===== config.mk =====
export PLATFORM = sky130hd
export DESIGN_NAME = keypad_debounce_edge
export DESIGN_NICKNAME = d
export VERILOG_FILES = /design/src/hw/rtl/kde_pkg.sv /design/src/hw/rtl/kde_cfg_regs.sv /design/src/hw/rtl/kde_key_lane.sv /design/src/hw/rtl/keypad_debounce_edge.sv
export SDC_FILE = /design/constraint.sdc
export NUM_CORES = 1
export LEC_CHECK = 0
export ABC_AREA = 1
export BUFFER_PORTS_ARGS = -buffer_cell sky130_fd_sc_hd__buf_2
export CAP_MARGIN = 30
export CORE_ASPECT_RATIO = 1.25
export CORE_MARGIN = 5
export CORE_UTILIZATION = 67
export DETAILED_ROUTE_END_ITERATION = 6
export PLACE_DENSITY = 0.83
export SETUP_SLACK_MARGIN = 0.1
export SYNTH_ARGS = -nofsm -noshare
export SYNTH_HDL_FRONTEND = slang
export SYNTH_SLANG_ARGS = --single-unit

===== constraint.sdc =====
create_clock -name aclk -period 4.9 [get_ports aclk]
set_clock_uncertainty 0.1 [all_clocks]
set_input_delay 0.49 -clock aclk [delete_from_list [all_inputs] [get_ports aclk]]
set_output_delay 0.49 -clock aclk [all_outputs]
set_load 0.02 [all_outputs]

===== src/hw/rtl/kde_pkg.sv =====
// ----------------------------------------------------------------------------
// kde_pkg
// Shared types and constants for the keypad debounce and edge detect block.
// ----------------------------------------------------------------------------
package kde_pkg;

    localparam int KEY_COUNT   = 8;
    localparam int FIELD_W     = 8;
    localparam int CFG_IDX_W   = 2;
    localparam int CFG_DATA_W  = 8;

    localparam logic [CFG_IDX_W-1:0] REG_DEBOUNCE_SAMPLES = 2'd0;
    localparam logic [CFG_IDX_W-1:0] REG_LED_ACTIVE_HIGH  = 2'd1;
    localparam logic [CFG_IDX_W-1:0] REG_KEYS_ACTIVE_LOW  = 2'd2;

    localparam logic [FIELD_W-1:0] DEBOUNCE_RESET = 8'd3;
    localparam logic [FIELD_W-1:0] DEBOUNCE_MIN   = 8'd2;
    localparam logic [FIELD_W-1:0] COUNT_ONE      = 8'd1;

    localparam logic KIND_POLL = 1'b0;
    localparam logic KIND_SEED = 1'b1;

    typedef logic [KEY_COUNT-1:0] key_vec_t;

    typedef struct packed {
        logic               kind;
        logic [FIELD_W-1:0] key_sample;
    } in_item_t;

    typedef struct packed {
        logic [FIELD_W-1:0] pressed_mask;
        logic [FIELD_W-1:0] edge_mask;
        logic [FIELD_W-1:0] led_port;
        logic               led_write;
    } out_item_t;

    typedef struct packed {
        logic [FIELD_W-1:0] threshold;
        logic               led_active_high;
        logic               keys_active_low;
    } cfg_t;

    typedef struct packed {
        logic commit;
        logic level;
    } lane_out_t;

endpackage


===== src/hw/rtl/kde_cfg_regs.sv =====
// ----------------------------------------------------------------------------
// kde_cfg_regs
// Configuration registers with write port; derives the effective threshold.
// ----------------------------------------------------------------------------
module kde_cfg_regs (
    input  logic                             aclk,
    input  logic                             aresetn,
    input  logic                             cfg_we,
    input  logic [kde_pkg::CFG_IDX_W-1:0]    cfg_index,
    input  logic [kde_pkg::CFG_DATA_W-1:0]   cfg_wdata,
    output kde_pkg::cfg_t                    cfg
);
    import kde_pkg::*;

    logic [FIELD_W-1:0] debounce_reg;
    logic               led_high_reg;
    logic               keys_low_reg;

    always_ff @(posedge aclk) begin
        if (!aresetn) begin
            debounce_reg <= DEBOUNCE_RESET;
            led_high_reg <= 1'b1;
            keys_low_reg <= 1'b1;
        end else if (cfg_we) begin
            case (cfg_index)
                REG_DEBOUNCE_SAMPLES: debounce_reg <= cfg_wdata[FIELD_W-1:0];
                REG_LED_ACTIVE_HIGH:  led_high_reg <= cfg_wdata[0];
                REG_KEYS_ACTIVE_LOW:  keys_low_reg <= cfg_wdata[0];
                default: ;
            endcase
        end
    end

    always_comb begin
        cfg.threshold       = (debounce_reg < DEBOUNCE_MIN) ? DEBOUNCE_MIN : debounce_reg;
        cfg.led_active_high = led_high_reg;
        cfg.keys_active_low = keys_low_reg;
    end

endmodule


===== src/hw/rtl/kde_key_lane.sv =====
// ----------------------------------------------------------------------------
// kde_key_lane
// One key: candidate level and consecutive-sample counter, flags a commit.
// ----------------------------------------------------------------------------
module kde_key_lane (
    input  logic                         aclk,
    input  logic                         aresetn,
    input  logic                         en,
    input  logic                         seed,
    input  logic                         level,
    input  logic [kde_pkg::FIELD_W-1:0]  threshold,
    output kde_pkg::lane_out_t           lane
);
    import kde_pkg::*;

    logic               cand_reg;
    logic               cand_next;
    logic [FIELD_W-1:0] cnt_reg;
    logic [FIELD_W-1:0] cnt_next;
    logic [FIELD_W-1:0] cnt_inc;

    assign cnt_inc = cnt_reg + COUNT_ONE;

    always_comb begin
        cand_next   = cand_reg;
        cnt_next    = cnt_reg;
        lane.commit = 1'b0;
        lane.level  = level;
        if (seed) begin
            cand_next = level;
            cnt_next  = threshold;
        end else if (level != cand_reg) begin
            cand_next = level;
            cnt_next  = COUNT_ONE;
        end else if (cnt_reg < threshold) begin
            cnt_next    = cnt_inc;
            lane.commit = (cnt_inc >= threshold);
        end
    end

    always_ff @(posedge aclk) begin
        if (!aresetn) begin
            cand_reg <= 1'b0;
            cnt_reg  <= '0;
        end else if (en) begin
            cand_reg <= cand_next;
            cnt_reg  <= cnt_next;
        end
    end

endmodule


===== src/hw/rtl/keypad_debounce_edge.sv =====
// ----------------------------------------------------------------------------
// keypad_debounce_edge
// Counter debounce for eight keys with press-edge detect and LED mask output.
// ----------------------------------------------------------------------------
//  channel   ports                         payload
//  input     s_valid / s_ready / s_data    in_item_t  (kind, key_sample)
//  result    m_valid / m_ready / m_data    out_item_t (masks, led_port, write)
//  config    cfg_we / cfg_index / cfg_wdata  debounce, LED and key polarity
//
//  One item per cycle sustained while the result side is not stalled.
//  Items go through an input register, then all key lanes update in parallel
//  into the result register. A stalled result holds the input register, and
//  s_ready drops only when both registers are full and m_ready is low. Reset
//  (aresetn low, synchronous) clears counters, candidates and masks; LEDs
//  start all lit.
// ----------------------------------------------------------------------------
module keypad_debounce_edge (
    input  logic                             aclk,
    input  logic                             aresetn,
    input  logic                             s_valid,
    output logic                             s_ready,
    input  kde_pkg::in_item_t                s_data,
    output logic                             m_valid,
    input  logic                             m_ready,
    output kde_pkg::out_item_t               m_data,
    input  logic                             cfg_we,
    input  logic [kde_pkg::CFG_IDX_W-1:0]    cfg_index,
    input  logic [kde_pkg::CFG_DATA_W-1:0]   cfg_wdata
);
    import kde_pkg::*;

    cfg_t               cfg;
    logic               in_vld_reg;
    in_item_t           in_reg;
    logic               out_vld_reg;
    out_item_t          out_reg;
    out_item_t          out_next;
    key_vec_t           deb_reg;
    key_vec_t           deb_next;
    key_vec_t           edge_vec;
    logic [FIELD_W-1:0] lit_reg;
    logic [FIELD_W-1:0] lit_next;
    logic [FIELD_W-1:0] sample_pol;
    key_vec_t           sample_keys;
    logic               seed;
    logic               advance;
    lane_out_t          lanes [KEY_COUNT];

    kde_cfg_regs u_cfg (
        .aclk      (aclk),
        .aresetn   (aresetn),
        .cfg_we    (cfg_we),
        .cfg_index (cfg_index),
        .cfg_wdata (cfg_wdata),
        .cfg       (cfg)
    );

    assign advance     = in_vld_reg && (!out_vld_reg || m_ready);
    assign s_ready     = !in_vld_reg || advance;
    assign seed        = (in_reg.kind == KIND_SEED);
    assign sample_pol  = cfg.keys_active_low ? ~in_reg.key_sample : in_reg.key_sample;
    assign sample_keys = sample_pol[KEY_COUNT-1:0];

    for (genvar i = 0; i < KEY_COUNT; i++) begin : g_lane
        kde_key_lane u_lane (
            .aclk      (aclk),
            .aresetn   (aresetn),
            .en        (advance),
            .seed      (seed),
            .level     (sample_keys[i]),
            .threshold (cfg.threshold),
            .lane      (lanes[i])
        );
    end

    always_comb begin
        for (int i = 0; i < KEY_COUNT; i++) begin
            if (seed) begin
                deb_next[i] = sample_keys[i];
                edge_vec[i] = 1'b0;
            end else begin
                deb_next[i] = lanes[i].commit ? lanes[i].level : deb_reg[i];
                edge_vec[i] = lanes[i].commit && lanes[i].level && !deb_reg[i];
            end
        end
        lit_next              = seed ? lit_reg : ~FIELD_W'(deb_next);
        out_next.pressed_mask = FIELD_W'(deb_next);
        out_next.edge_mask    = FIELD_W'(edge_vec);
        out_next.led_port     = cfg.led_active_high ? lit_next : ~lit_next;
        out_next.led_write    = (lit_next != lit_reg);
    end

    always_ff @(posedge aclk) begin
        if (!aresetn) begin
            in_vld_reg  <= 1'b0;
            out_vld_reg <= 1'b0;
            deb_reg     <= '0;
            lit_reg     <= '1;
        end else begin
            if (s_valid && s_ready) begin
                in_vld_reg <= 1'b1;
            end else if (advance) begin
                in_vld_reg <= 1'b0;
            end
            if (advance) begin
                out_vld_reg <= 1'b1;
                deb_reg     <= deb_next;
                lit_reg     <= lit_next;
            end else if (m_ready) begin
                out_vld_reg <= 1'b0;
            end
        end
    end

    always_ff @(posedge aclk) begin
        if (s_valid && s_ready) begin
            in_reg <= s_data;
        end
        if (advance) begin
            out_reg <= out_next;
        end
    end

    assign m_valid = out_vld_reg;
    assign m_data  = out_reg;

    a_edge_in_pressed: assert property (@(posedge aclk) disable iff (!aresetn)
        m_valid |-> ((m_data.edge_mask & ~m_data.pressed_mask) == '0))
        else $error("edge bit set for a key that is not pressed");

    a_seed_quiet: assert property (@(posedge aclk) disable iff (!aresetn)
        advance && seed |=> m_valid && (m_data.edge_mask == '0) && !m_data.led_write)
        else $error("seed item produced an edge or LED write");

    a_hold_input: assert property (@(posedge aclk) disable iff (!aresetn)
        in_vld_reg && !advance |=> in_vld_reg && $stable(in_reg))
        else $error("stalled item lost from input register");

    a_led_tracks: assert property (@(posedge aclk) disable iff (!aresetn)
        advance && !seed |=> lit_reg == ~FIELD_W'(deb_reg))
        else $error("LED mask out of step with pressed mask");

endmodule


==> summary.md, run 1 <==
| Metric | Value |
|---|---|
| Outcome | `complete, but fails checks` |
| Failing checks | `DRC` |
| Row Count | `48` |
| HPWL Detailed | `17600 um` |
| Worst skew pair latency | `0.43 ns` |
| Critical path's top delay family | `simple AND/OR/NAND/NOR gates` |
| Yosys warning total | `0` |
| Post-synth EDFFs | `34` |
| Post-DR vias/cell | `a little under 6` |
| Initial antenna violation count | `0` |
| Chip height | `143 um` |
| Critical Path AT | `about 3.6 ns` |
| Worst VDD drop | `0.255 mV` |
| I/O Pins | `slightly above 50` |
| Post-synthesis mux area share | `0%` |
| Net switching fraction of the power | `between 30% and 40%` |
| Syn nets | `1419` |
| Postcts setup bufs | `0` |
| CTS Buffer Depth | `2` |
| Remaining DRCs | `1` |
| Startpoint Class | `register` |
| Min cycle time layout | `3.52 ns` |
| Critical path type | `reg -> reg` |
| Post-Route WL | `25400 um` |
| Slew HR | `about two fifths` |
| Die Area | `0.0166 mm^2` |
| Power per cell area | `323 mW/mm^2` |
| Hold Slack | `0.138 ns` |
| Max-cap violations | `0` |
| Gr usage total | `31.3%` |
| RSZ-0062 raised after global routing | `false` |
| Final RePlAce weighted congestion | `0.981` |
| Num CTS Buffers | `17` |
| Final Cell Area | `0.0105 mm^2` |
| H-tree Lvls | `4` |
| CP max FO | `20` |
| CTS tree | `built` |
| Simple-gate portion of the synthesized area | `20.3%` |
| Tcrit/Tclk final | `a little over 70%` |
| Most frequent cells in the layout | `nand2_1 (248), inv_1 (184), o21ai_0 (132)` |
| Pin count of the biggest net entering global routing | `between 80 and 90` |
| Diodes inserted | `0` |
| Drt wl/cell | `16.7 um` |
| Synthesized area per cell | `7.36 um^2` |
| Synth Cell Area | `0.00945 mm^2` |
| #FFs+latches synth | `134` |
| Worst Tran Pin Value | `approximately 0.9 ns` |
| Dpl cell area | `between 0.009 and 0.01 mm^2` |
| Fin util | `~76%` |
| Initial cell density of the core | `68.4%` |
| PortBufs | `50` |
| Cells after Synth | `1283` |
| Final hold violations | `0` |
| CP endpoint kind | `register` |
| Crit-path cells | `buf_4, nor3_1, nand2_1, inv_1, nor2_1, buf_4, ha_1, nand2_1, o21ai_0, o21ai_0, inv_1, o21bai_1, nand2_1, nor2_2, nand2_1, nand2_1, nand2_1, nand3_1, nand2_1, inv_1, nand2_1, nor2_1, nand2_1` |
| Via count | `between 9000 and 10000` |
| WP buf/inv | `5` |
| Overflow after GRT | `0` |
| Complex-gate fraction of the synthesized area | `about 18%` |
| Final nets | `approximately 1500` |
| Root Buffer | `clkbuf_16` |
| Synth Area in Adders | `14.8%` |
| Largest family of logic cells by synthesized area | `simple AND/OR/NAND/NOR gates` |
| Clock sinks | `around 130` |
| Synth Area in XOR/XNOR | `5.18%` |
| Final Setup Violations | `0` |
| Psw | `1.15 mW` |
| Slew Viols, Final | `0` |
| Vias in the first global route | `8533` |
| Worst path most repeated cell | `nand2_1` |
| Reg clk slew, reported paths | `0.06 ns` |
| Post-DRT Antenna Nets | `0` |
| CTS Hold Bufs | `0` |
| CP peak stage delay | `between 0.3 and 0.4 ns` |
| Post_cts resized | `0` |
| Slowest CP cell | `nand2_1` |
| Share of the yosys chip area belonging to registers | `32.0%` |
| Clock network fraction of total power | `36.1%` |
| Fmax | `approximately 0.28 GHz` |
| Largest register FFs | `64` |
| Leakage | `between 5 and 6 nW` |
| Tot Pwr | `3.38 mW` |
| WP data required | `4.98 ns` |
| Hold crit path type | `in -> reg` |
| Reg power frac | `between 30% and 40%` |
| Filler Cell Count | `1056` |
| Initial DRT Pass Iterations | `7` |
| P&R area growth vs syn | `10.7%` |
| Async S/R FF share, synth | `0%` |
| Setup TNS | `0 ns` |
| Distinct cells, synth | `36` |
| Synth Flop Type | `dfxtp_1` |
| First-pass GRT wire length | `a little over 40000 um` |
| Fraction of layout cells with a size suffix above 1 | `between 10% and 20%` |
| Iter 0 DRT Violations | `868` |
| Most common cell after layout, fill and taps aside | `nand2_1` |
| Combinational Power Share | `between 20% and 30%` |
| Die X | `116 um` |
| CORE AREA | `roughly 0.014 mm^2` |
| Internal power | `2.23 mW` |
==> routing by layer <==
layer | track usage [%] | wire (um) | part of all wire [%]
met1 | 39.9 | 10400 | 41
met2 | 50.7 | 11700 | 46
met5 | 0 | 0 | 0
met4 | 15.9 | 1200 | 4.7
met3 | 5.47 | 2120 | 8.3
==> area by class of cell <==
cell class	count	area [um^2]	share of cell area [%]
Clock buffer	19	433	4.14
Clock inverter	13	124	1.18
Inverter	199	747	7.14
Multi-Input combinational cell	922	5550	53.0
Sequential cell	134	3020	28.9
Tap cell	175	219	2.09
Timing Repair Buffer	63	368	3.52
==> cell usage after synthesis (9+ instances only) <==
library cell	count	area share, %
nor2_1	38	1.5
dfxtp_1	100	21
xor2_1	46	4.3
nand3b_1	9	0.71
nor3_1	25	1.3
edfxtp_1	34	11
o21a_1	16	1.3
inv_1	185	7.3
ha_1	112	15
inv_2	14	0.56
clkbuf_1	18	0.71
nand2_1	248	9.9
nand3_1	60	3.2
a21oi_1	128	6.8
a31oi_1	16	1.1
nand4_1	28	1.9
o21ai_0	132	7.0
nand2_2	13	0.86
==> power groups by stage <==
stage	Sequential [mW]	Clock [mW]	Combinational [mW]
after floorplan	1.32	0	0.601
after CTS	1.31	1.23	0.833
after detailed placement	1.33	0	0.818
after global placement	1.33	0	0.788
after global routing	1.32	1.29	0.956
final	1.31	1.22	0.850
==> metrics by stage <==
| step | std cells | setup slack (ns) |
|---|---|---|
| final | 1525 | 1.38 |
| after global routing | 1525 | 1.10 |
| after CTS | 1525 | 1.43 |
| after detailed placement | 1493 | 1.54 |
| after global placement | 1491 | 1.74 |
| after floorplan | 1283 | 1.57 |
==> final timing paths <==
check | from | end | slack (ns) | cells after the start
max | u_cfg.debounce_reg[2] | m_data[0] | 1.38 | 23
max reg2reg | u_cfg.debounce_reg[2] | m_data[0] | 1.38 | 23
min | s_data[1] | in_reg[1] | 0.14 | 1
min reg2reg | m_valid | m_valid | 0.41 | 2
==> cell families after synthesis <==
logic type,count (synthesis)
AO/OA/AOI/OAI,320
XOR/XNOR,55
adder cells (fa/ha/maj),112
buffers and inverters,227
flip-flops,134
AND/OR/NAND/NOR,435
Power figures use the tool's default switching activity.
==> run 2: changes to the inputs <==
CORE_UTILIZATION = 57   (was 67)
PLACE_DENSITY = 0.75   (was 0.83)
clock period = 3.1 ns   (was 4.9 ns; I/O delays follow)
==> summary.md, run 2 (synthesis gave the netlist of run 1 again) <==
| Metric | Value |
|---|---|
| Outcome | `completed (was complete, but fails checks)` |
| Pin count of the biggest net entering global routing | `43 (was 84)` |
| HPWL Detailed | `18100 um (was 17600 um)` |
| Root Buffer | `clkbuf_16 (unchanged)` |
| Hold endpoint | `in_vld_reg (was in_reg[1])` |
| Remaining DRCs | `0 (was 1)` |
| Drt wl/cell | `16.8 um (was 16.7 um)` |
| Vias in the first global route | `8263 (was 8533)` |
| Worst hold stages | `3 (was 1)` |
| Worst r2r src | `g_lane[2].u_lane.cnt_reg[1] (was u_cfg.debounce_reg[2])` |
| Diodes inserted | `0 (unchanged)` |
| Critical Path AT | `2.98 ns (was 3.60 ns)` |
| Most common cell after layout, fill and taps aside | `nand2_1 (unchanged)` |
| Die X | `125 um (was 116 um)` |
| PortBufs | `50 (unchanged)` |
| WP data required | `3.19 ns (was 4.98 ns)` |
| Worst VDD drop | `0.422 mV (was 0.255 mV)` |
| Worst Tran Pin Value | `0.627 ns (was 0.875 ns)` |
| RSZ-0062 raised after global routing | `true (was false)` |
| Setup TNS | `0 ns (unchanged)` |
| Critical path type | `reg -> reg (unchanged)` |
| Final hold violations | `0 (unchanged)` |
| Clock sinks | `134 (unchanged)` |
| First-pass GRT wire length | `40900 um (was 41000 um)` |
| Reg-to-reg slack, setup | `0.20 ns (was 1.38 ns)` |
| Via count | `9163 (was 9015)` |
| Final RePlAce weighted congestion | `0.890 (was 0.981)` |
| Slew HR | `58.1% (was 41.7%)` |
| CP max FO | `4 (was 20)` |
| Tcrit/Tclk final | `93.4% (was 71.9%)` |
| Num CTS Buffers | `17 (unchanged)` |
| CP endpoint kind | `register (unchanged)` |
| Leakage | `5.54 nW (was 5.24 nW)` |
| Final Setup Violations | `0 (unchanged)` |
| Startpoint Class | `register (unchanged)` |
| Hold Slack | `0.0535 ns (was 0.138 ns)` |
| Overflow after GRT | `0 (unchanged)` |
| Initial cell density of the core | `58.1% (was 68.4%)` |
| R2r endpoint | `m_data[0] (unchanged)` |
| Most frequent cells in the layout | `nand2_1 (240), inv_1 (172), o21ai_0 (129) (was nand2_1 (248), inv_1 (184), o21ai_0 (132))` |
| Post-Route WL | `26900 um (was 25400 um)` |
| Register-to-Register Path Depth | `19 (was 23)` |
| Hold crit path type | `in -> reg (unchanged)` |
| CTS tree | `built (unchanged)` |
| CTS Buffer Depth | `2 (unchanged)` |
| Power per cell area | `494 mW/mm^2 (was 323 mW/mm^2)` |
| I/O Pins | `51 (unchanged)` |
| CORE AREA | `0.0163 mm^2 (was 0.0138 mm^2)` |
| Fraction of layout cells with a size suffix above 1 | `19.2% (was 10.4%)` |
| Die Area | `0.0193 mm^2 (was 0.0166 mm^2)` |
| Post-DR vias/cell | `5.71 (was 5.91)` |
| Chip height | `154 um (was 143 um)` |
| Initial DRT Pass Iterations | `7 (unchanged)` |
| Reg clk slew, reported paths | `0.06 ns (about the same)` |
| Fin util | `69.2% (was 75.7%)` |
| Initial antenna violation count | `0 (unchanged)` |
| Iter 0 DRT Violations | `766 (was 868)` |
| Slew Viols, Final | `0 (unchanged)` |
| Worst skew pair latency | `0.43 ns (about the same)` |
| P&R area growth vs syn | `19.2% (was 10.7%)` |
| Min cycle time layout | `2.90 ns (was 3.52 ns)` |
| Fmax | `0.345 GHz (was 0.284 GHz)` |
| Max-cap violations | `0 (unchanged)` |
| Post-DRT Antenna Nets | `0 (unchanged)` |
| HP Start | `s_valid (was s_data[1])` |
| Final nets | `1512 (was 1473)` |
| Largest register FFs | `64 (unchanged)` |
| Row Count | `52 (was 48)` |
| H-tree Lvls | `4 (unchanged)` |
| Gr usage total | `26.3% (was 31.3%)` |
-- run 2: cell type report --
class | count | area, um^2
clock buffer | 18 | 429
multi-input combinational | 922 | 5890
timing repair buffer | 102 | 696
inverter | 199 | 747
clock inverter | 14 | 145
sequential | 134 | 3090
tap | 216 | 270
fill | 1356 | 5000
-- run 2: through the flow --
stage,total power [mW],cells,setup WS [ns],instance area (um^2)
after floorplan,3.04,1283,0.170,9460
after global placement,3.37,1544,0.230,10000
after detailed placement,3.40,1544,0.180,10000
after CTS,5.41,1585,0.135,10700
after global routing,5.85,1605,0.0330,11300
final,5.56,1605,0.205,11300
-- run 2: worst max path at each step --
stage / endpoint / start / depth (start not counted) / slack [ns]
floorplan: m_data[0] / u_cfg.debounce_reg[5] / 23 / 0.17
global placement: m_data[0] / g_lane[5].u_lane.cnt_reg[0] / 17 / 0.23
detailed placement: m_data[0] / u_cfg.debounce_reg[1] / 21 / 0.18
CTS: m_data[0] / u_cfg.debounce_reg[1] / 21 / 0.13
global route: m_data[0] / u_cfg.debounce_reg[3] / 22 / 0.03
finish: m_data[0] / g_lane[2].u_lane.cnt_reg[1] / 19 / 0.20
-- run 2: worst max-delay path: stages, from the launching register on --
cell      delay, ns
dfxtp_2        0.40
nand3_1        0.13
nand3b_1       0.22
nor2_1         0.12
nand2_1        0.09
xnor2_2        0.15
ha_1           0.30
inv_1          0.07
nor3_1         0.05
a211oi_1       0.18
nand2_1        0.18
nand2_1        0.11
nand2_1        0.06
buf_4          0.13
nand4_1        0.06
nand2_1        0.06
inv_1          0.05
nand2_1        0.04
nor2_1         0.09
nand2_1        0.06
-- run 2: timing repair --
item                                    CTS  global route
resized for setup                         0           117
endpoints found under the setup margin    0            28
endpoints found under the hold margin     9             0
hold buffers                              9             0
setup buffers                             0            20
-- run 2: routing by layer --
metal / share of wire, % / wire length (um) / global-route usage [%]
met1: 41 / 11200 / 32.9
met3: 7.1 / 1900 / 4.34
met4: 3.2 / 852 / 11.5
met5: 0 / 0 / 0
met2: 48 / 13000 / 44.7
-- run 2: report_power, final --
group | switching (mW) | total (mW) | internal (mW)
logic | 0.914 | 1.46 | 0.549
clock network | 0.886 | 2.01 | 1.13
registers | 0.143 | 2.08 | 1.94
